$ cat src/design/acr_pkg.sv
// Package for the box contact resolver: shared widths, the contact job record
// passed from the front end through the queue to the back end, and defaults.
// No dependencies.
`default_nettype none
package acr_pkg;
	localparam int unsigned VAL_W = 32;
	localparam int unsigned QDEPTH_DEF = 2;
	localparam int unsigned IN_DATA_W = 296;
	localparam int unsigned OUT_DATA_W = 296;

	// One contact, classified and ready for the push and velocity stage.
	typedef struct packed {
		logic                       touch;
		logic [VAL_W-1:0]           pen;
		logic                       ax;
		logic                       neg;
		logic                       mv_a;
		logic                       mv_b;
		logic                       dyn_a;
		logic                       dyn_b;
		logic [VAL_W-1:0]           ma;
		logic [VAL_W-1:0]           mb;
		logic [1:0][VAL_W-1:0]      a_pos;
		logic [1:0][VAL_W-1:0]      a_vel;
		logic [1:0][VAL_W-1:0]      b_pos;
		logic [1:0][VAL_W-1:0]      b_vel;
	} job_t;

	typedef enum logic [3:0] {
		ST_IDLE = 4'b0001,
		ST_MUL  = 4'b0010,
		ST_DIV  = 4'b0100,
		ST_FIN  = 4'b1000
	} bk_state_t;
endpackage
`default_nettype wire

$ cat src/design/acr_queue.sv
// Short job queue between the front and back ends.
// Depends on acr_pkg for the job record.
`default_nettype none
module acr_queue
	import acr_pkg::*;
#(
	parameter int unsigned DEPTH = QDEPTH_DEF
) (
	input  wire logic clk,
	input  wire logic arst_n,
	input  wire logic push,
	input  job_t      wdata,
	input  wire logic pop,
	output job_t      rdata,
	output logic      full,
	output logic      empty
);
	localparam int unsigned PW = (DEPTH > 1) ? $clog2(DEPTH) : 1;
	localparam int unsigned CW = $clog2(DEPTH + 1);
	localparam logic [PW-1:0] LAST = PW'(DEPTH - 1);

	job_t          mem_q [DEPTH];
	logic [PW-1:0] wp_q, rp_q;
	logic [CW-1:0] cnt_q;

	assign full  = (cnt_q == CW'(DEPTH));
	assign empty = (cnt_q == '0);
	assign rdata = mem_q[rp_q];

	always_ff @(posedge clk) begin
		if (push) begin
			mem_q[wp_q] <= wdata;
		end
	end

	always_ff @(posedge clk or negedge arst_n) begin
		if (!arst_n) begin
			wp_q  <= '0;
			rp_q  <= '0;
			cnt_q <= '0;
		end else begin
			if (push) begin
				wp_q <= (wp_q == LAST) ? '0 : wp_q + 1'b1;
			end
			if (pop) begin
				rp_q <= (rp_q == LAST) ? '0 : rp_q + 1'b1;
			end
			if (push && !pop) begin
				cnt_q <= cnt_q + 1'b1;
			end else if (pop && !push) begin
				cnt_q <= cnt_q - 1'b1;
			end
		end
	end
endmodule
`default_nettype wire

$ cat config.mk
export PLATFORM = sky130hd
export DESIGN_NAME = acr_queue
export DESIGN_NICKNAME = d
export VERILOG_FILES = /design/src/design/acr_pkg.sv /design/src/design/acr_queue.sv
export SDC_FILE = /design/constraint.sdc
export NUM_CORES = 1
export LEC_CHECK = 0
export BUFFER_PORTS_ARGS = -buffer_cell sky130_fd_sc_hd__buf_2
export CAP_MARGIN = 15
export CORE_AREA = 2 2 286 288
export CTS_BUF_LIST = sky130_fd_sc_hd__clkbuf_8 sky130_fd_sc_hd__clkbuf_16
export CTS_CLUSTER_DIAMETER = 100
export DETAILED_ROUTE_END_ITERATION = 6
export DIE_AREA = 0 0 288 290
export SYNTH_ARGS = -nofsm -noshare
export SYNTH_HDL_FRONTEND = slang
export SYNTH_SLANG_ARGS = --single-unit
export TNS_END_PERCENT = 1
$ cat constraint.sdc
create_clock -name clk -period 45.6 [get_ports clk]
set_input_delay 9.12 -clock clk [delete_from_list [all_inputs] [get_ports clk]]
set_output_delay 9.12 -clock clk [all_outputs]
set_load 0.02 [all_outputs]
### Word-level counts from Yosys, hierarchy flattened

Memories as Yosys holds them, arrays and structs flattened.
Index checks and enable logic that the tools add are counted.

| word-level totals | value |
|---|---|
| register bits after elaboration | 4 |
| RAM bits | 718 |
| input bits | 363 |
| word-level logic and storage cells | 21 |
| memories kept | 1 |

Memories:

| name | depth | bits a word | read ports | clocked after Yosys merged registers in | wr ports | line | text |
|---|---|---|---|---|---|---|---|
| mem_q | 2 | 359 | 1 | 0 | 1 | acr_queue.sv:22 | `job_t mem_q [DEPTH];` |

| operators by class | value |
|---|---|
| reduce and logical (&&, ||, !) cells | 6 |
| muxes and demuxes | 6 |
| add/sub/neg operators | 4 |
| equal/unequal tests | 1 |

Operators by type and width:

| operator | count |
|---|---|
| 2-to-1 mux 1 bit | 4 |
| 2-to-1 mux 2 bit | 2 |
| adder 1 bit, second input constant | 2 |
| adder 2 x 1 -> 2 bit, second input constant | 1 |
| equality test 2 bit, second input constant | 1 |
| logical AND 1 bit | 2 |
| logical NOT 1 bit | 2 |
| logical NOT 2 bit | 1 |
| nonzero test 2 bit | 1 |
| subtractor 2 x 1 -> 2 bit, second input constant | 1 |

### Logic depth before layout (Yosys ltp)

| depth | value |
|---|---|
| word-level depth | 4 |
| gate-level depth with buffers | 5 |

### Worst setup path after synthesis

OpenSTA, ideal clock, no wires.

| path | value |
|---|---|
| path type | input to register |
| start point | input port push |
| end point | memory mem_q[0][0] (netlist bit), enable pin |
| slack | 19.934 ns |
| buffers on the path | 0 |
| data required time | 44.470 ns |
| stages | 1 |
| library setup time | 1.130 ns |
| data arrival time | 24.535 ns |
| cell sequence | nor2b_1 |

| between the ends | value |
|---|---|
| word-level cells in the longest chain between the ends | 2 |

RTL lines:

| what | line | text |
|---|---|---|
| start, declared | acr_queue.sv:11 | `input wire logic push,` |
| 2-to-1 mux 1 bit | acr_queue.sv:31 | `if (push) begin` |
| 2-to-1 mux 1 bit (implied by the code) | acr_queue.sv:32 | `mem_q[wp_q] <= wdata;` |
| end, declared | acr_queue.sv:22 |  |

Every way passes these cells.

==> impl_metrics.ini <==
[clock_network]
cts_tree = yes
root_buffer = clkbuf_16
clock_sinks = 722
htree_levels = 3
cts_buffer_depth = 3
cts_setup_buffers = 0
postCtsHoldBufs = 0
clock_latency_ns = 0.61
cts.clk_slew.worst_paths_ns = 0.06
cts_buffers = 77
cts_resized = 0

[final_layout]
drive_gt1_frac = 0.611
layout_common_cells = 723 x buf_2, 718 x edfxtp_1, 359 x mux2_2
fin_util = 0.416
design_area_um2 = 33400
finalNetCount = 2273
nFillCells = 7158
multi_input_area_um2 = 4140
area_delta_synth_final_pct = 27.3
final_common_cell = buf_2
seqCellArea_um2 = 21700

[synthesis]
syn_avg_cell_area_um2 = 23.1
netlist_instances = 1133
synthMuxAreaShare = 0.154
netlist_area_um2 = 26200
syn_nets = 1497
yosysUniqueCellTypes = 12
synth_xor_area_frac = 0.00167
synthSimpleGateAreaFrac = 0.00100
synth_compound_area_frac = 0
yosysTopAreaCellShare = 0.823
ys_seq_area_frac = 0.827
synth_adder_area_share = 0.000478
yosysWarnings = 0
netlist_top_cells_area = edfxtp_1 82%, mux2_2 15%, buf_6 1.5%
ys_ff_latch = 722
synth_top_family_by_area = multiplexers
yosysTopAreaCell = edfxtp_1

[die]
dieArea_um2 = 83500
fp.dieH_um = 290
rows = 104
num_io_pins = 724
core-area_um2 = 80200
initial_utilization = 0.327
die_x_um = 288

[global_route]
gr-total-overflow = 0
antenna_found_initial = 27
grt_pass1_wl_um = 87600
globalRouteTotalUtil = 0.139
grt_max_degree = 123
grt_pass1_vias = 14600

[setup_path]
cpPeakStageDelay_ns = 1.13
critical-path-slowest-cell = dfrtp_4
path_cells = buf_4 > buf_4 > mux2_2 > buf_2
cp_max_fo = 85
crit_path_frequent_cell = buf_4
critPathBufInv = 3
critPathLaunchType = flip-flop
arrival_ns = 4.28
required_ns = 36.48
cp-end-kind = primary output
crit_family = buffers and inverters
critPathKind = flip-flop to primary output

[power_and_ir_drop]
finalPower_mw = 2.18
peakVddDrop_uv = 50.7
seqPwrFrac = 0.423
p_sw_mw = 0.706
p_comb_frac = 0.304
powerDensity_nw_per_um2 = 65.5
switching_share = 0.323
intPower_mw = 1.48
p_leak_nw = 12.4
pwr-share-clk = 0.272

[sta]
min_period_ns = 13.40
drv_slew = 0
slew-limit-headroom = 0.231
tightest_slew_ns = 1.15
clock-skew-final_ns = 0.0276
clock.fmax_ghz = 0.0746
finalCritPeriodShare = 0.294
rsz0062_at_grt = false
final-hold-violation-count = 0
setup_viol = 0
tns_ns = 0

[drt]
avgViaCountPerCell = 4.47
wl_per_cell_um = 20.0
routed_wl_um = 60900
drc = 0
firstDrtPassIters = 4
dr_total_vias = 13600
ant_nets = 0
drt-initial-drc-count = 629

[run_status]
outcome = finished, final reports clean

[place]
dpl_cell_area_um2 = 30900
gp_congestion = 0.848
portBuffers = 723
hpwl_um = 42800

[run]
max-cap-violations = 0

[worst_hold_path]
hold_class = flip-flop to flip-flop
-- final timing paths --
check	start	endpoint	slack (ns)	depth (start not counted)
worst min register to register	cnt_q[1]$_DFFE_PN0P_	cnt_q[1]$_DFFE_PN0P_	0.50	1
worst max register to register	wp_q$_DFFE_PN0P_	mem_q[0][148]$_DFFE_PP_	41.74	4
max in group asynchronous	arst_n	rp_q$_DFFE_PN0P_	37.16	1
min in group asynchronous	arst_n	cnt_q[0]$_DFFE_PN0P_	8.30	1
worst min-delay path	cnt_q[1]$_DFFE_PN0P_	cnt_q[1]$_DFFE_PN0P_	0.50	1
worst max-delay path	rp_q$_DFFE_PN0P_	rdata[198]	32.20	4
-- metrics by stage --
stage          instances  hold slack, ns  worst slack (ns)
3_3_place_gp        2890           0.475             32.89
3_5_place_dp        2890           0.481             32.82
6_report            3044           0.497             32.20
2_1_floorplan       1133           0.455             19.93
4_1_cts             3026           0.496             32.11
5_1_grt             3043           0.530             31.93
-- worst register-to-register path, stage by stage, from the launching register on --
cell     delay (ns)
dfrtp_1        0.42
nor2b_4        0.51
buf_4          0.82
buf_4          0.97
buf_4          0.72
-- cell usage after synthesis --
cell      count
dfrtp_1       4
nor2b_1       2
inv_1         1
edfxtp_1    718
nor2_1        2
buf_2         6
xnor2_1       1
and2_1        1
buf_6        34
xor2_1        4
ha_1          1
mux2_2      359
-- flip-flops by register name (all words and copies together) (netlist names) --
signal and cells:
rp_q 1, mem_q 718, wp_q 1, cnt_q 2
-- power by group through the flow --
| stage | Clock [mW] | Combinational, mW | Sequential [mW] |
|---|---|---|---|
| 2_1_floorplan | 0 | 0.487 | 0.983 |
| 3_3_place_gp | 0 | 0.667 | 0.935 |
| 3_5_place_dp | 0 | 0.673 | 0.940 |
| 4_1_cts | 0.614 | 0.676 | 0.927 |
| 5_1_grt | 0.639 | 0.706 | 0.936 |
| 6_report | 0.595 | 0.665 | 0.925 |
-- cell families after synthesis --
kind of cell               Yosys count
adders and majority gates            1
and+or+nand+nor                      5
xor gates and xnor gates             5
DFF                                722
buffers and inverters               41
muxes                              359
-- layer usage --
metal	part of all wire	wire length [um]	track usage	vias up
met2	0.53	32500	0.255	545
met4	0.031	1910	0.0562	18
met1	0.34	20700	0.139	6800
met3	0.092	5630	0.0542	127
met5	0.0019	115	0	-
li1	-	-	-	6115
-- final cells by class --
cell class | count | area share
Antenna cell | 18 | 0.00135
Clock buffer | 79 | 0.0593
Clock inverter | 57 | 0.0140
Inverter | 1 | 0.000113
Multi-Input combinational cell | 370 | 0.124
Sequential cell | 722 | 0.650
Tap cell | 1060 | 0.0398
Timing Repair Buffer | 737 | 0.112
No activity file was read; power rests on OpenSTA's default activity.
