$ cat src/design/acr_pkg.sv
// Package for the box contact resolver: shared widths, the contact job record
// passed from the front end through the queue to the back end, and defaults.
// No dependencies.
`default_nettype none
package acr_pkg;
	localparam int unsigned VAL_W = 32;
	localparam int unsigned QDEPTH_DEF = 2;
	localparam int unsigned IN_DATA_W = 296;
	localparam int unsigned OUT_DATA_W = 296;

	// One contact, classified and ready for the push and velocity stage.
	typedef struct packed {
		logic                       touch;
		logic [VAL_W-1:0]           pen;
		logic                       ax;
		logic                       neg;
		logic                       mv_a;
		logic                       mv_b;
		logic                       dyn_a;
		logic                       dyn_b;
		logic [VAL_W-1:0]           ma;
		logic [VAL_W-1:0]           mb;
		logic [1:0][VAL_W-1:0]      a_pos;
		logic [1:0][VAL_W-1:0]      a_vel;
		logic [1:0][VAL_W-1:0]      b_pos;
		logic [1:0][VAL_W-1:0]      b_vel;
	} job_t;

	typedef enum logic [3:0] {
		ST_IDLE = 4'b0001,
		ST_MUL  = 4'b0010,
		ST_DIV  = 4'b0100,
		ST_FIN  = 4'b1000
	} bk_state_t;
endpackage
`default_nettype wire

$ cat src/design/acr_front.sv
// Front end: accepts body requests, holds body A and classifies a contact
// when body B arrives. Depends on acr_pkg.
`default_nettype none
module acr_front
	import acr_pkg::*;
(
	input  wire logic             clk,
	input  wire logic             arst_n,
	input  wire logic             in_valid,
	input  wire logic             in_b,
	input  wire logic [VAL_W-1:0] min_x,
	input  wire logic [VAL_W-1:0] min_y,
	input  wire logic [VAL_W-1:0] max_x,
	input  wire logic [VAL_W-1:0] max_y,
	input  wire logic [VAL_W-1:0] px,
	input  wire logic [VAL_W-1:0] py,
	input  wire logic [VAL_W-1:0] vx,
	input  wire logic [VAL_W-1:0] vy,
	input  wire logic [VAL_W-1:0] mass,
	input  wire logic             dyn,
	input  wire logic             q_full,
	output logic                  in_ready,
	output logic                  push,
	output job_t                  job
);
	logic [3:0][VAL_W-1:0] box_q;
	logic [1:0][VAL_W-1:0] pos_q;
	logic [1:0][VAL_W-1:0] vel_q;
	logic [VAL_W-1:0]      mass_q;
	logic                  dyn_q;
	logic                  held_q;

	logic signed [VAL_W-1:0] hi_x, hi_y, lo_x, lo_y;
	logic signed [VAL_W:0]   ox, oy, delta;
	logic                    touch, ax, accept;

	assign in_ready = !q_full;
	assign accept   = in_valid && in_ready;
	assign push     = accept && in_b && held_q;

	always_comb begin
		hi_x  = ($signed(box_q[2]) < $signed(max_x)) ? $signed(box_q[2]) : $signed(max_x);
		hi_y  = ($signed(box_q[3]) < $signed(max_y)) ? $signed(box_q[3]) : $signed(max_y);
		lo_x  = ($signed(box_q[0]) > $signed(min_x)) ? $signed(box_q[0]) : $signed(min_x);
		lo_y  = ($signed(box_q[1]) > $signed(min_y)) ? $signed(box_q[1]) : $signed(min_y);
		ox    = {hi_x[VAL_W-1], hi_x} - {lo_x[VAL_W-1], lo_x};
		oy    = {hi_y[VAL_W-1], hi_y} - {lo_y[VAL_W-1], lo_y};
		touch = (ox > 0) && (oy > 0);
		ax    = !(ox < oy);
		if (ax) begin
			delta = {py[VAL_W-1], py} - {pos_q[1][VAL_W-1], pos_q[1]};
		end else begin
			delta = {px[VAL_W-1], px} - {pos_q[0][VAL_W-1], pos_q[0]};
		end
		job.touch = touch;
		job.pen   = !touch ? '0 : (ax ? oy[VAL_W-1:0] : ox[VAL_W-1:0]);
		job.ax    = touch && ax;
		job.neg   = touch && delta[VAL_W];
		job.mv_a  = touch && dyn_q && (mass_q != '0);
		job.mv_b  = touch && dyn && (mass != '0);
		job.dyn_a = dyn_q;
		job.dyn_b = dyn;
		job.ma    = mass_q;
		job.mb    = mass;
		job.a_pos = pos_q;
		job.a_vel = vel_q;
		job.b_pos = {py, px};
		job.b_vel = {vy, vx};
	end

	always_ff @(posedge clk or negedge arst_n) begin
		if (!arst_n) begin
			held_q <= 1'b0;
			box_q  <= '0;
			pos_q  <= '0;
			vel_q  <= '0;
			mass_q <= '0;
			dyn_q  <= 1'b0;
		end else if (accept) begin
			if (!in_b) begin
				held_q <= 1'b1;
				box_q  <= {max_y, max_x, min_y, min_x};
				pos_q  <= {py, px};
				vel_q  <= {vy, vx};
				mass_q <= mass;
				dyn_q  <= dyn;
			end else begin
				held_q <= 1'b0;
			end
		end
	end
endmodule
`default_nettype wire

$ cat config.mk
export PLATFORM = sky130hd
export DESIGN_NAME = acr_front
export DESIGN_NICKNAME = d
export VERILOG_FILES = /design/src/design/acr_pkg.sv /design/src/design/acr_front.sv
export SDC_FILE = /design/constraint.sdc
export NUM_CORES = 1
export LEC_CHECK = 0
export BUFFER_PORTS_ARGS = -buffer_cell sky130_fd_sc_hd__buf_2
export CAP_MARGIN = 40
export CELL_PAD_IN_SITES_DETAIL_PLACEMENT = 1
export CELL_PAD_IN_SITES_GLOBAL_PLACEMENT = 1
export CORE_AREA = 3 3 255 257
export CTS_CLUSTER_SIZE = 30
export DETAILED_ROUTE_END_ITERATION = 6
export DIE_AREA = 0 0 258 260
export PLACE_DENSITY = 0.79
export SLEW_MARGIN = 25
export SYNTH_ARGS = -nofsm -noshare
export SYNTH_HDL_FRONTEND = slang
export SYNTH_SLANG_ARGS = --single-unit
export TNS_END_PERCENT = 10
$ cat constraint.sdc
create_clock -name clk -period 22.3 [get_ports clk]
set_clock_uncertainty 0.05 [all_clocks]
set_input_delay 6.69 -clock clk [delete_from_list [all_inputs] [get_ports clk]]
set_output_delay 6.69 -clock clk [all_outputs]
set_load 0.1 [all_outputs]
; Yosys cells after proc, flatten, opt, wreduce, memory -nomap -nowiden
; Index checks and enable logic that the tools add are counted.
[word_totals]
romBits = 0
out_inout_bits = 361
n_memories = 0
ff_bits = 290
ram_bits = 0
latch_bits = 0
[op_classes]
addsub = 4
div = 0
reduce_logical = 15
magnitude_cmp = 7
muxes = 8
n_mul = 0
bitwise = 1
shift = 0
n_eq_ne = 0
[ops]
columns = cell, n
row1 = 2-to-1 mux 32 bit, 6
row2 = subtractor 32 x 32 -> 33 bit, 4
row3 = "> comparator 33 x 1 -> 1 bit, second input constant", 2
row4 = > comparator 32 bit, 2
row5 = < comparator 32 bit, 2
row6 = nonzero test 32 bit, 2
row7 = < comparator 33 bit, 1
row8 = 2-to-1 mux 33 bit, 1
row9 = logical AND 1 bit, 10
row10 = zero test 1 bit, 2
row11 = AND reduction 2 bit, 1
row12 = 2-to-1 mux 1 bit, 1
row13 = NOT 1 bit, 1

; Depth between registers and ports, before layout
[logic_depth]
word_depth = 7
depth_mapped = 40
depth_no_buf = 35

; Worst setup path before layout
; No wires, ideal clock.
[synth_path]
kind = input port to output port
startpoint = input min_y[1]
endpoint = output job[351] (netlist bit)
n_path_buf = 4
t_arrival_ps = 18131
setup_slack_ps = -2571
path_stages = 37
path_cell_list = inv_1 -> ha_1 -> nor2b_1 -> o21a_1 -> o21a_1 -> o21a_1 -> o21a_1 -> o21a_1 -> o21a_1 -> o21ai_0 -> a31oi_1 -> o21ai_1 -> clkbuf_1 -> mux2i_1 -> ha_1 -> clkbuf_1 -> nand2_1 -> o21ai_0 -> a21oi_1 -> o211ai_1 -> a41oi_1 -> o21a_1 -> xnor2_1 -> inv_1 -> ha_1 -> a21o_1 -> a21o_1 -> a21oi_1 -> nor2_1 -> or2_2 -> clkbuf_1 -> nand2_1 -> and3_1 -> a21oi_1 -> clkbuf_1 -> nor2_1 -> a2111oi_0
[synth_rtl]
columns = element, line_no
row1 = "start, declared", acr_front.sv:12  ; input wire logic [VAL_W-1:0] min_y,
row2 = "end, declared", acr_front.sv:24  ; output job_t job

==> impl_metrics.py <==
metrics = {
    "floorplanning": {
        "start_util_pct": 38.6,
        "rows": 92,
        "dieArea_um2": 67100,
        "fp.coreArea_um2": 63000,
        "pin_count": 655,
        "die_w_um": 258,
        "die_h_um": 260,
    },
    "grt": {
        "grt_pass1_vias": 23200,
        "antenna_found_initial": 56,
        "grt_overflow": 0,
        "met3_usage_pct": 8.99,
        "grt_util_met1_pct": 34.8,
        "grt_util_all_layers_pct": 28.8,
        "top_usage_layer": "met2",
        "grt_pass1_wl_um": 147000,
        "grt_max_degree": 192,
        "use_met2_pct": 47.6,
    },
    "worst_setup_path": {
        "crit_slowest_cell": "a2111oi_1",
        "cp.arrival_ns": 15.00,
        "start_kind": "input port",
        "path_max_fanout": 18,
        "crit_path_end_kind": "primary output",
        "crit_top_cell": "a21o_1",
        "cpPeakStageDelay_ns": 0.46,
        "required_ns": 15.56,
        "path_class": "input port to primary output",
    },
    "detailed_routing": {
        "vias": 22300,
        "viasPerCell": 5.63,
        "drcViolationCount": 0,
        "wl_per_cell_um": 25.4,
        "first_pass_iters": 5,
        "wl_um": 101000,
        "ant_nets": 0,
        "drtIter0Drc": 1618,
    },
    "synth": {
        "synth_ff_type": "dfrtp_1",
        "synth-seq-cells": 290,
        "synth_seq_area_share_pct": 29.9,
        "syn-num-nets": 3151,
        "synth_edf_count": 0,
        "synthArstFlopShare_pct": 100,
        "netlist_top_cells_area": "dfrtp_1, ha_1, mux2_2",
        "synth_area_per_cell_um2": 9.44,
        "synthTopCellsByCount": "dfrtp_1, ha_1, mux2_2",
        "yosys.area.top_type": "dfrtp_1",
        "syn-cell-area_um2": 24300,
        "netlist_instances": 2574,
        "yosys_warnings": 0,
        "synth.most_common_cell": "dfrtp_1",
        "ys_types": 81,
        "netlist.area_leader.share_pct": 29.9,
    },
    "cells_and_area": {
        "final_nets": 3644,
        "area_delta_synth_final_pct": 21.5,
        "register_area_um2": 7260,
        "multi_input_area_um2": 14600,
        "fillers": 7384,
        "drive_above_1_share_pct": 35.7,
    },
    "flow_run": {
        "max-cap-violations": 0,
    },
    "sta": {
        "hold_violations": 0,
        "relSlewSlack_pct": 27.3,
        "period_share_pct": 97.5,
        "tightest_slew_ns": 1.09,
        "slew_viol_final": 0,
        "period_minus_slack_ns": 21.74,
        "fin_tns_setup_ns": 0,
        "grt_setup_unrepaired": "no",
        "setup_viol": 0,
        "fmax_mhz": 46.0,
    },
    "clock_network": {
        "cts_buffers": 37,
        "clockRootBuffer": "clkbuf_16",
        "clk_latency_ns": 0.54,
        "cts_buffer_depth": 3,
        "htreeDepth": 2,
        "cts_tree": "yes",
        "clk_pin_slew_ns": 0.06,
        "cts.sinks": 290,
    },
    "placement": {
        "routabilityCongestion": 0.961,
        "io_buffers": 654,
        "dp_hpwl_um": 81800,
    },
    "outcome": {
        "status": "completed",
    },
    "hold_path": {
        "hp-class": "flop to flop",
    },
}
==> layer usage <==
layer  part of all wire, %  up-vias
met5                  0.27        -
met3                   9.2      226
met4                   4.3       38
li1                      -    10200
met1                    39    11100
met2                    47      829
==> worst paths after layout <==
| path | startpoint | endpoint | slack (ns) | cells after the start |
|---|---|---|---|---|
| worst min register to register | held_q | held_q | 0.43 | 1 |
| min in group asynchronous | arst_n | box_q[43] | 6.08 | 1 |
| max in group asynchronous | arst_n | job[187] | 14.78 | 2 |
| worst min-delay path | held_q | held_q | 0.43 | 1 |
| worst max register to register | mass_q[29] | mass_q[29] | 21.33 | 1 |
| worst max-delay path | max_x[17] | job[351] | 0.56 | 36 |
==> state kept, by name, indices dropped and copies added (netlist names) <==
signal and count:
mass_q 32, box_q 128, job 128, dyn_q 1, held_q 1
==> worst max-delay path, delay by kind of cell <==
kind	cells	cell delay [ns]
buffers and inverters	7	1.16
AOI/OAI and AO/OA	22	5.26
adders and majority gates	3	1.04
and+or+nand+nor	4	0.81
==> cell usage in the layout (no fill, tap or decap), types with 47 or more instances in the layout <==
master,count
a21o_1,79
nand2_1,152
dfrtp_1,290
a21oi_1,113
nand4_1,47
inv_1,233
ha_1,281
buf_2,620
o21ai_0,162
mux2_2,264
nor2_1,76
buf_4,52
mux2i_1,74
==> final cells by class <==
| type | instances | area share (%) |
|---|---|---|
| well taps | 846 | 3.59 |
| inverters | 236 | 3.00 |
| clock buffers | 56 | 3.68 |
| flip-flops and latches | 290 | 24.6 |
| multi-input cells | 1785 | 49.5 |
| repair buffers | 717 | 14.7 |
| diodes | 29 | 0.246 |
| clock inverters | 11 | 0.648 |
==> metrics by stage <==
stage | std cells | hold slack [ns] | util, % | setup slack, ns | instance area, um2
2_1_floorplan | 2574 | 0.400 | - | -1.23 | 24300
3_3_place_gp | 3865 | 0.410 | 44.5 | 0.552 | 28000
3_5_place_dp | 3870 | 0.419 | 44.7 | 0.347 | 28100
4_1_cts | 3937 | 0.433 | 46.7 | 0.325 | 29400
5_1_grt | 3950 | 0.474 | 46.8 | 0.0439 | 29500
6_report | 3970 | 0.427 | 46.9 | 0.563 | 29500
==> logic make-up after synthesis <==
kind of cell	after synthesis	synth area share (%)
adder cells (fa/ha/maj)	285	14.7
AND/OR/NAND/NOR	501	10.9
AO/OA/AOI/OAI	618	17.4
buffers and inverters	499	10.3
multiplexers	338	15.3
flip-flops	290	29.9
XOR/XNOR	43	1.55
==> repair_timing <==
action                                  4_1_cts  5_1_grt
endpoints found under the setup margin        0        7
buffers inserted                              0        1
resized for setup                             0        1
hold buffers                                  0        0
Power is left out: the tool's default activity adds up to more than one toggle a clock period on the data nets, which glitch-free logic cannot reach.
