===== config.mk =====
export PLATFORM = sky130hd
export DESIGN_NAME = acr_back
export DESIGN_NICKNAME = d
export VERILOG_FILES = /design/src/design/acr_pkg.sv /design/src/design/acr_back.sv
export SDC_FILE = /design/constraint.sdc
export NUM_CORES = 2
export LEC_CHECK = 0
export BUFFER_PORTS_ARGS = -buffer_cell sky130_fd_sc_hd__buf_2
export CORE_MARGIN = 2
export CORE_UTILIZATION = 57
export DETAILED_ROUTE_END_ITERATION = 12
export GPL_TIMING_DRIVEN = 0
export PLACE_DENSITY = 0.77
export SYNTH_ARGS = -nofsm -noshare
export SYNTH_HDL_FRONTEND = slang
export SYNTH_SLANG_ARGS = --single-unit

===== constraint.sdc =====
create_clock -name clk -period 49.5 [get_ports clk]
set_clock_uncertainty 0.05 [all_clocks]
set_input_delay 4.95 -clock clk [delete_from_list [all_inputs] [get_ports clk]]
set_output_delay 4.95 -clock clk [all_outputs]
set_load 0.02 [all_outputs]

===== src/design/acr_pkg.sv =====
// Package for the box contact resolver: shared widths, the contact job record
// passed from the front end through the queue to the back end, and defaults.
// No dependencies.
`default_nettype none
package acr_pkg;
	localparam int unsigned VAL_W = 32;
	localparam int unsigned QDEPTH_DEF = 2;
	localparam int unsigned IN_DATA_W = 296;
	localparam int unsigned OUT_DATA_W = 296;

	// One contact, classified and ready for the push and velocity stage.
	typedef struct packed {
		logic                       touch;
		logic [VAL_W-1:0]           pen;
		logic                       ax;
		logic                       neg;
		logic                       mv_a;
		logic                       mv_b;
		logic                       dyn_a;
		logic                       dyn_b;
		logic [VAL_W-1:0]           ma;
		logic [VAL_W-1:0]           mb;
		logic [1:0][VAL_W-1:0]      a_pos;
		logic [1:0][VAL_W-1:0]      a_vel;
		logic [1:0][VAL_W-1:0]      b_pos;
		logic [1:0][VAL_W-1:0]      b_vel;
	} job_t;

	typedef enum logic [3:0] {
		ST_IDLE = 4'b0001,
		ST_MUL  = 4'b0010,
		ST_DIV  = 4'b0100,
		ST_FIN  = 4'b1000
	} bk_state_t;
endpackage
`default_nettype wire


===== src/design/acr_back.sv =====
// Back end: splits the penetration by inverse mass with a multiplier and a
// bit-serial divider, applies pushes and velocity clamps, holds the result.
// Depends on acr_pkg.
`default_nettype none
module acr_back
	import acr_pkg::*;
(
	input  wire logic clk,
	input  wire logic arst_n,
	input  wire logic q_empty,
	input  job_t      q_job,
	output logic      pop,
	output logic      out_valid,
	input  wire logic out_ready,
	output logic [OUT_DATA_W-1:0] out_data
);
	localparam int unsigned CNT_W = $clog2(VAL_W);

	bk_state_t           state_q;
	job_t                job_q;
	logic [VAL_W:0]      rem_q, dvs_q;
	logic [VAL_W-1:0]    lo_q, quo_q;
	logic [CNT_W-1:0]    cnt_q;
	logic [2*VAL_W-1:0]  prod;
	logic [VAL_W+1:0]    trial, tsub;
	logic                both, fin_go;

	logic [VAL_W-1:0]        corr_a, corr_b;
	logic [1:0][VAL_W-1:0]   na_pos, nb_pos, na_vel, nb_vel;
	logic signed [VAL_W+1:0] sa, sb;
	logic [OUT_DATA_W-1:0]   out_q;

	function automatic logic [VAL_W-1:0] sat(input logic signed [VAL_W+1:0] v);
		logic signed [VAL_W+1:0] hi, lo;
		hi = (VAL_W+2)'(2**(VAL_W-1) - 1);
		lo = -(VAL_W+2)'(2**(VAL_W-1));
		if (v > hi) begin
			return hi[VAL_W-1:0];
		end else if (v < lo) begin
			return lo[VAL_W-1:0];
		end
		return v[VAL_W-1:0];
	endfunction

	assign both   = job_q.mv_a && job_q.mv_b;
	assign pop    = (state_q == ST_IDLE) && !q_empty;
	assign prod   = job_q.pen * job_q.mb;
	assign trial  = {rem_q, lo_q[VAL_W-1]};
	assign tsub   = trial - {1'b0, dvs_q};
	assign fin_go = (state_q == ST_FIN) && (!out_valid || out_ready);

	always_comb begin
		if (both) begin
			corr_a = quo_q;
			// The two floor shares add to pen, or pen - 1 when the split is inexact.
			corr_b = job_q.pen - quo_q - VAL_W'(rem_q != '0);
		end else begin
			corr_a = job_q.mv_a ? job_q.pen : '0;
			corr_b = job_q.mv_b ? job_q.pen : '0;
		end
		na_pos = job_q.a_pos;
		nb_pos = job_q.b_pos;
		na_vel = job_q.a_vel;
		nb_vel = job_q.b_vel;
		if (job_q.neg) begin
			sa = $signed({{2{job_q.a_pos[job_q.ax][VAL_W-1]}}, job_q.a_pos[job_q.ax]})
				+ $signed({2'b00, corr_a});
			sb = $signed({{2{job_q.b_pos[job_q.ax][VAL_W-1]}}, job_q.b_pos[job_q.ax]})
				- $signed({2'b00, corr_b});
		end else begin
			sa = $signed({{2{job_q.a_pos[job_q.ax][VAL_W-1]}}, job_q.a_pos[job_q.ax]})
				- $signed({2'b00, corr_a});
			sb = $signed({{2{job_q.b_pos[job_q.ax][VAL_W-1]}}, job_q.b_pos[job_q.ax]})
				+ $signed({2'b00, corr_b});
		end
		if (job_q.mv_a || job_q.mv_b) begin
			na_pos[job_q.ax] = sat(sa);
			nb_pos[job_q.ax] = sat(sb);
			// A approaches when its velocity shares the normal's sign; B when opposed.
			if (job_q.dyn_a && (job_q.a_vel[job_q.ax] != '0)
				&& (job_q.a_vel[job_q.ax][VAL_W-1] == job_q.neg)) begin
				na_vel[job_q.ax] = '0;
			end
			if (job_q.dyn_b && (job_q.b_vel[job_q.ax] != '0)
				&& (job_q.b_vel[job_q.ax][VAL_W-1] != job_q.neg)) begin
				nb_vel[job_q.ax] = '0;
			end
		end
	end

	always_ff @(posedge clk) begin
		if (pop) begin
			job_q <= q_job;
		end
		case (state_q)
			ST_MUL: begin
				rem_q <= {1'b0, prod[2*VAL_W-1:VAL_W]};
				lo_q  <= prod[VAL_W-1:0];
				dvs_q <= {1'b0, job_q.ma} + {1'b0, job_q.mb};
				quo_q <= '0;
			end
			ST_DIV: begin
				lo_q <= {lo_q[VAL_W-2:0], 1'b0};
				if (!tsub[VAL_W+1]) begin
					rem_q <= tsub[VAL_W:0];
					quo_q <= {quo_q[VAL_W-2:0], 1'b1};
				end else begin
					rem_q <= trial[VAL_W:0];
					quo_q <= {quo_q[VAL_W-2:0], 1'b0};
				end
			end
			default: begin
			end
		endcase
		if (fin_go) begin
			out_q <= OUT_DATA_W'({nb_vel[1], nb_vel[0], nb_pos[1], nb_pos[0],
				na_vel[1], na_vel[0], na_pos[1], na_pos[0],
				job_q.neg, job_q.ax, job_q.pen, job_q.touch});
		end
	end

	always_ff @(posedge clk or negedge arst_n) begin
		if (!arst_n) begin
			state_q   <= ST_IDLE;
			cnt_q     <= '0;
			out_valid <= 1'b0;
		end else begin
			if (fin_go) begin
				out_valid <= 1'b1;
			end else if (out_ready) begin
				out_valid <= 1'b0;
			end
			case (state_q)
				ST_IDLE: begin
					if (!q_empty) begin
						state_q <= ST_MUL;
					end
				end
				ST_MUL: begin
					cnt_q   <= '0;
					state_q <= both ? ST_DIV : ST_FIN;
				end
				ST_DIV: begin
					cnt_q <= cnt_q + 1'b1;
					if (cnt_q == CNT_W'(VAL_W - 1)) begin
						state_q <= ST_FIN;
					end
				end
				ST_FIN: begin
					if (fin_go) begin
						state_q <= ST_IDLE;
					end
				end
				default: begin
					state_q <= ST_IDLE;
				end
			endcase
		end
	end

	assign out_data = out_q;

`ifndef SYNTHESIS
	a_div_nonzero: assert property (@(posedge clk) disable iff (!arst_n)
		(state_q == ST_DIV) |-> (dvs_q != '0))
		else $error("divider runs with a zero mass sum");
	a_rem_bound: assert property (@(posedge clk) disable iff (!arst_n)
		(state_q == ST_DIV) |-> (rem_q < dvs_q))
		else $error("partial remainder not below divisor");
	a_share_bound: assert property (@(posedge clk) disable iff (!arst_n)
		(state_q == ST_FIN && both) |-> (quo_q <= job_q.pen))
		else $error("share of A exceeds the penetration");
	a_pop_idle: assert property (@(posedge clk) disable iff (!arst_n)
		pop |=> (state_q == ST_MUL))
		else $error("job popped without starting");
`endif
endmodule
`default_nettype wire


=== Word-level counts from Yosys, hierarchy flattened ===
Cells that the tools add are included.
W data, S select, Z words.

* Word-level logic and storage cells: 124
* Output and inout bits: 298
* Input bits: 363
* Bits in registers: 790

* Add/subtract/negate cells: 9
* Reduce and logical (&&, ||, !) cells: 18
* Muxes and demuxes: 51
* Equal/unequal tests: 10
* Multipliers: 1
* Order comparisons: 6
* Bitwise logic cells: 3

{| class="wikitable"
|+ Operators by type and width
! cell !! count
|-
| $mux W32 || 21
|-
| $mux W64 || 6
|-
| $and A64 B64 Y64 || 2
|-
| $bwmux W64 || 2
|-
| $pmux W32 S2 || 2
|-
| $add A32 B33 Y34 || 2
|-
| $gt A34 B32 Y1 const B || 2
|-
| $lt A34 B32 Y1 const B || 2
|-
| $mux W34 || 2
|-
| $sub A32 B33 Y34 || 2
|-
| $pmux W33 S2 || 1
|-
| $mul A32 B32 Y64 || 1
|-
| $not A64 Y64 || 1
|-
| $reduce_bool A32 Y1 || 2
|-
| $sub A34 B33 Y34 || 1
|-
| $add A32 B32 Y33 || 1
|-
| $mux W33 || 1
|-
| $reduce_bool A33 Y1 || 1
|-
| $demux W32 S1 || 1
|-
| $sub A32 B1 Y32 || 1
|-
| $sub A32 B32 Y32 || 1
|-
| $mux W4 || 4
|-
| $pmux W4 S4 || 1
|-
| $pmux W5 S2 || 1
|-
| 17 further kinds || 37
|}

=== Depth between registers and ports, before layout ===
* Word-level depth: 13
* Gate-level depth with buffers: 34
* Gate-level depth less buffers: 33

=== Least setup slack after synthesis ===
OpenSTA, ideal clock, no wires.

* Kind: input to output
* Start point: input port q_empty
* End point: output port pop
* Cell stages on the path: 3
* Arrival: 29614 ps
* Required time: 44500 ps
* Setup slack: 14886 ps
* Buffers on the path: 0
* Cells stage by stage: nor2_1 nand2_1 nor3_1

* Longest elaborated chain between the ends: 2

{| class="wikitable"
|+ Ends and longest elaborated chain
! element !! RTL line !! text
|-
| start: declaration || acr_back.sv:10 || <nowiki>input wire logic q_empty,</nowiki>
|-
| $logic_not A1 Y1 || -- ||
|-
| $logic_and A1 B1 Y1 || acr_back.sv:46 || <nowiki>assign pop = (state_q == ST_IDLE) && !q_empty;</nowiki>
|-
| end: declaration || acr_back.sv:12 || <nowiki>output logic pop,</nowiki>
|}

No other way between the ends.

=== Final worst setup path ===
Same ends and word-level chain as after synthesis.

==> summary.txt <==
DR iter-0 viols: 6316
Final setup TNS: 0 ns
FFs w/ async S/R, synth: 1.27%
# H-tree levels: 3
Yosys top cell by area: edfxtp_1
Worst path slowest cell: nor3_2
# rows: 131
Via density: 5.97
Worst slew pin tran: 1.50 ns
Commonest cells post-synth: inv_1, nand2_1, fa_1
Post-route setup slack: 36.32 ns
First-pass detailed-route iteration total: 6
Count leader, synth: inv_1
Hold Buf Count CTS: 0
Flop and latch count out of synthesis: 790
Routed wire length per instance: 26.5 um
Critical path class: input port to output pin
Max-cap violations: 1
Die footprint: 130000 um2
Layout cells sized above 1: 12.1%
Gr ovfl total: 0
# nets final: 9672
Setup bufs post-CTS: 0
Worst path most repeated cell: buf_6
Crit end category: output pin
Vias: 57.9k
Layout overhead on the synthesized area: 12.4%
Initial antenna violation count: 41
Final wirelength: 257000 um
Top cell type's share of synthesized area: 32.2%
Num CTS Buffers: 86
GP Congestion: 1.03
GRT Total Usage: 39.6%
Die height: 361 um
Post-synth EDFFs: 780
First-pass GRT wire length: 376000 um
Synthesized area: 72700 um2
Reg2Reg Setup Slack: 38.88 ns
CP max FO: 13
Detailed-route DRC error count: 0
Post-layout min period: 13.18 ns
Startpoint types: input port
Crit-path max cell delay: 0.71 ns
Fill cell count: 10.2k
Fmax: 75.9 MHz
Clock buffer depth: 3
Area contributors post-synth: edfxtp_1, fa_1, ha_1
Seq/Total Area, Yosys: 32.5%
Top delay family on crit path: buffers and inverters
Primary FF master, synth: edfxtp_1
Routed Antenna Nets: 0
Relative slew slack: 0.257%
Starting Density: 57.3%
Die Wd: 361 um
RSZ-0062 raised after global routing: no
Worst EP required: 44.50 ns
Setup violators final: 0
Clock Latency Late Sink: 0.72 ns
Failing checks: capacitance limit
Outcome: finished, violations left
WP buf/inv: 13
I/O pin cnt: 661
Syn_area_per_cell: 10.2 um2
Root Buffer: clkbuf_16
Slew Limit Fails: 0
Fin crit share: 26.6%
Post-CTS sizing: 0
Fin. Hold Viols: 0
Yosys cell types: 94
PortBufs: 655
Place WS: 36.30 ns
Crit path DAT: 8.18 ns
Vias in the first global route: 58.5k
TritonCTS clock tree: done
Synth Instances: 7155
Cells along the critical path: buf_2, nor2_1, nand2_1, nor3_2, buf_6, buf_8, buf_6, buf_8, buf_6, buf_6, buf_8, buf_8, buf_6, buf_6, buf_6, buf_2
Clk sinks: 790
Largest net degree at the start of global routing: 56
Class of the worst hold path: flop to flop
Hpwl dp: 209000 um
Yosys Warn Count: 0
Clk pin slew, worst setup/hold paths: 0.06 ns
CORE AREA: 127000 um2
-- worst paths after layout --
| check | from | endpoint | depth (start not counted) |
|---|---|---|---|
| hold reg to reg | job_q[358] | out_data[0] | 0 |
| setup / recovery | q_empty | pop | 16 |
| hold / removal | job_q[358] | out_data[0] | 0 |
| setup reg to reg | job_q[343] | rem_q[28] | 32 |
| max in group asynchronous | arst_n | state_q[0] | 1 |
| min in group asynchronous | arst_n | out_valid | 1 |
-- routing by layer --
| layer | wire length [um] | global-route usage (%) | vias to the layer above |
|---|---|---|---|
| met5 | 174 | 0 | - |
| met1 | 90600 | 47.8 | 28727 |
| met3 | 26700 | 9.52 | 889 |
| met4 | 22200 | 28.3 | 26 |
| li1 | - | - | 24887 |
| met2 | 118000 | 62.5 | 3404 |
-- state kept, by name, summed over array words and instances (netlist names) --
register	count
dvs_q	33
cnt_q	5
state_q	4
quo_q	32
out_valid	1
lo_q	32
job_q	359
out_data	291
rem_q	33
-- cell usage in the layout (no fill, tap or decap), drive strengths merged, types with 8 or more instances in the layout --
cell    count
ha        458
and2      369
or2        14
a22oi       9
a21boi     14
fa        902
clkbuf    419
o21a       33
o31ai      19
a211oi     27
nor3       51
xnor2     142
o21bai     30
dfrtp       9
bufinv     10
diode      31
a31oi      39
o211ai     22
a21o      131
nor4       47
buf       746
mux2       69
nor2b      21
edfxtp    780
nand2b     30
nand3      58
nand2    1072
and3       41
o21ai     262
clkinv     40
nor3b       8
xor2       90
or3        22
nor2      294
a21oi     328
nand4      42
mux2i      69
inv      1164
-- layout make-up --
type                            count  area (um2)  share of cell area (%)
Antenna cell                       31        77.6                  0.0949
Buffer                            363        1420                    1.73
Clock buffer                      100        2240                    2.74
Clock inverter                     56         677                   0.828
Inverter                         1162        4360                    5.34
Multi-Input combinational cell   4844       43300                    53.0
Sequential cell                   790       23700                    29.0
Tap cell                         1662        2080                    2.54
Timing Repair Buffer              702        3900                    4.77
-- per-stage QoR --
| stage | hold WS (ns) | std cells | utilization (%) | cell area (um2) |
|---|---|---|---|---|
| 2_1_floorplan | 0.350 | 7159 | - | 72700 |
| 5_1_grt | 0.398 | 9690 | 64.3 | 81700 |
| 3_5_place_dp | 0.358 | 9523 | 62.0 | 78700 |
| 4_1_cts | 0.385 | 9679 | 64.3 | 81700 |
| 3_3_place_gp | 0.362 | 9476 | 61.5 | 78100 |
| 6_report | 0.380 | 9710 | 64.3 | 81700 |
-- kinds of logic after synthesis --
kind of cell	after synthesis	synth area share, %
buf+inv	1525	7.94
compound gates	1009	8.63
other cells	1	0.00516
mux	139	2.05
xor+xnor	232	2.82
flops	790	32.5
simple gates	2099	13.3
fa+ha+maj	1360	32.7
Power is left out: the tool's default activity adds up to more than one toggle a clock period on the data nets, which glitch-free logic cannot reach.
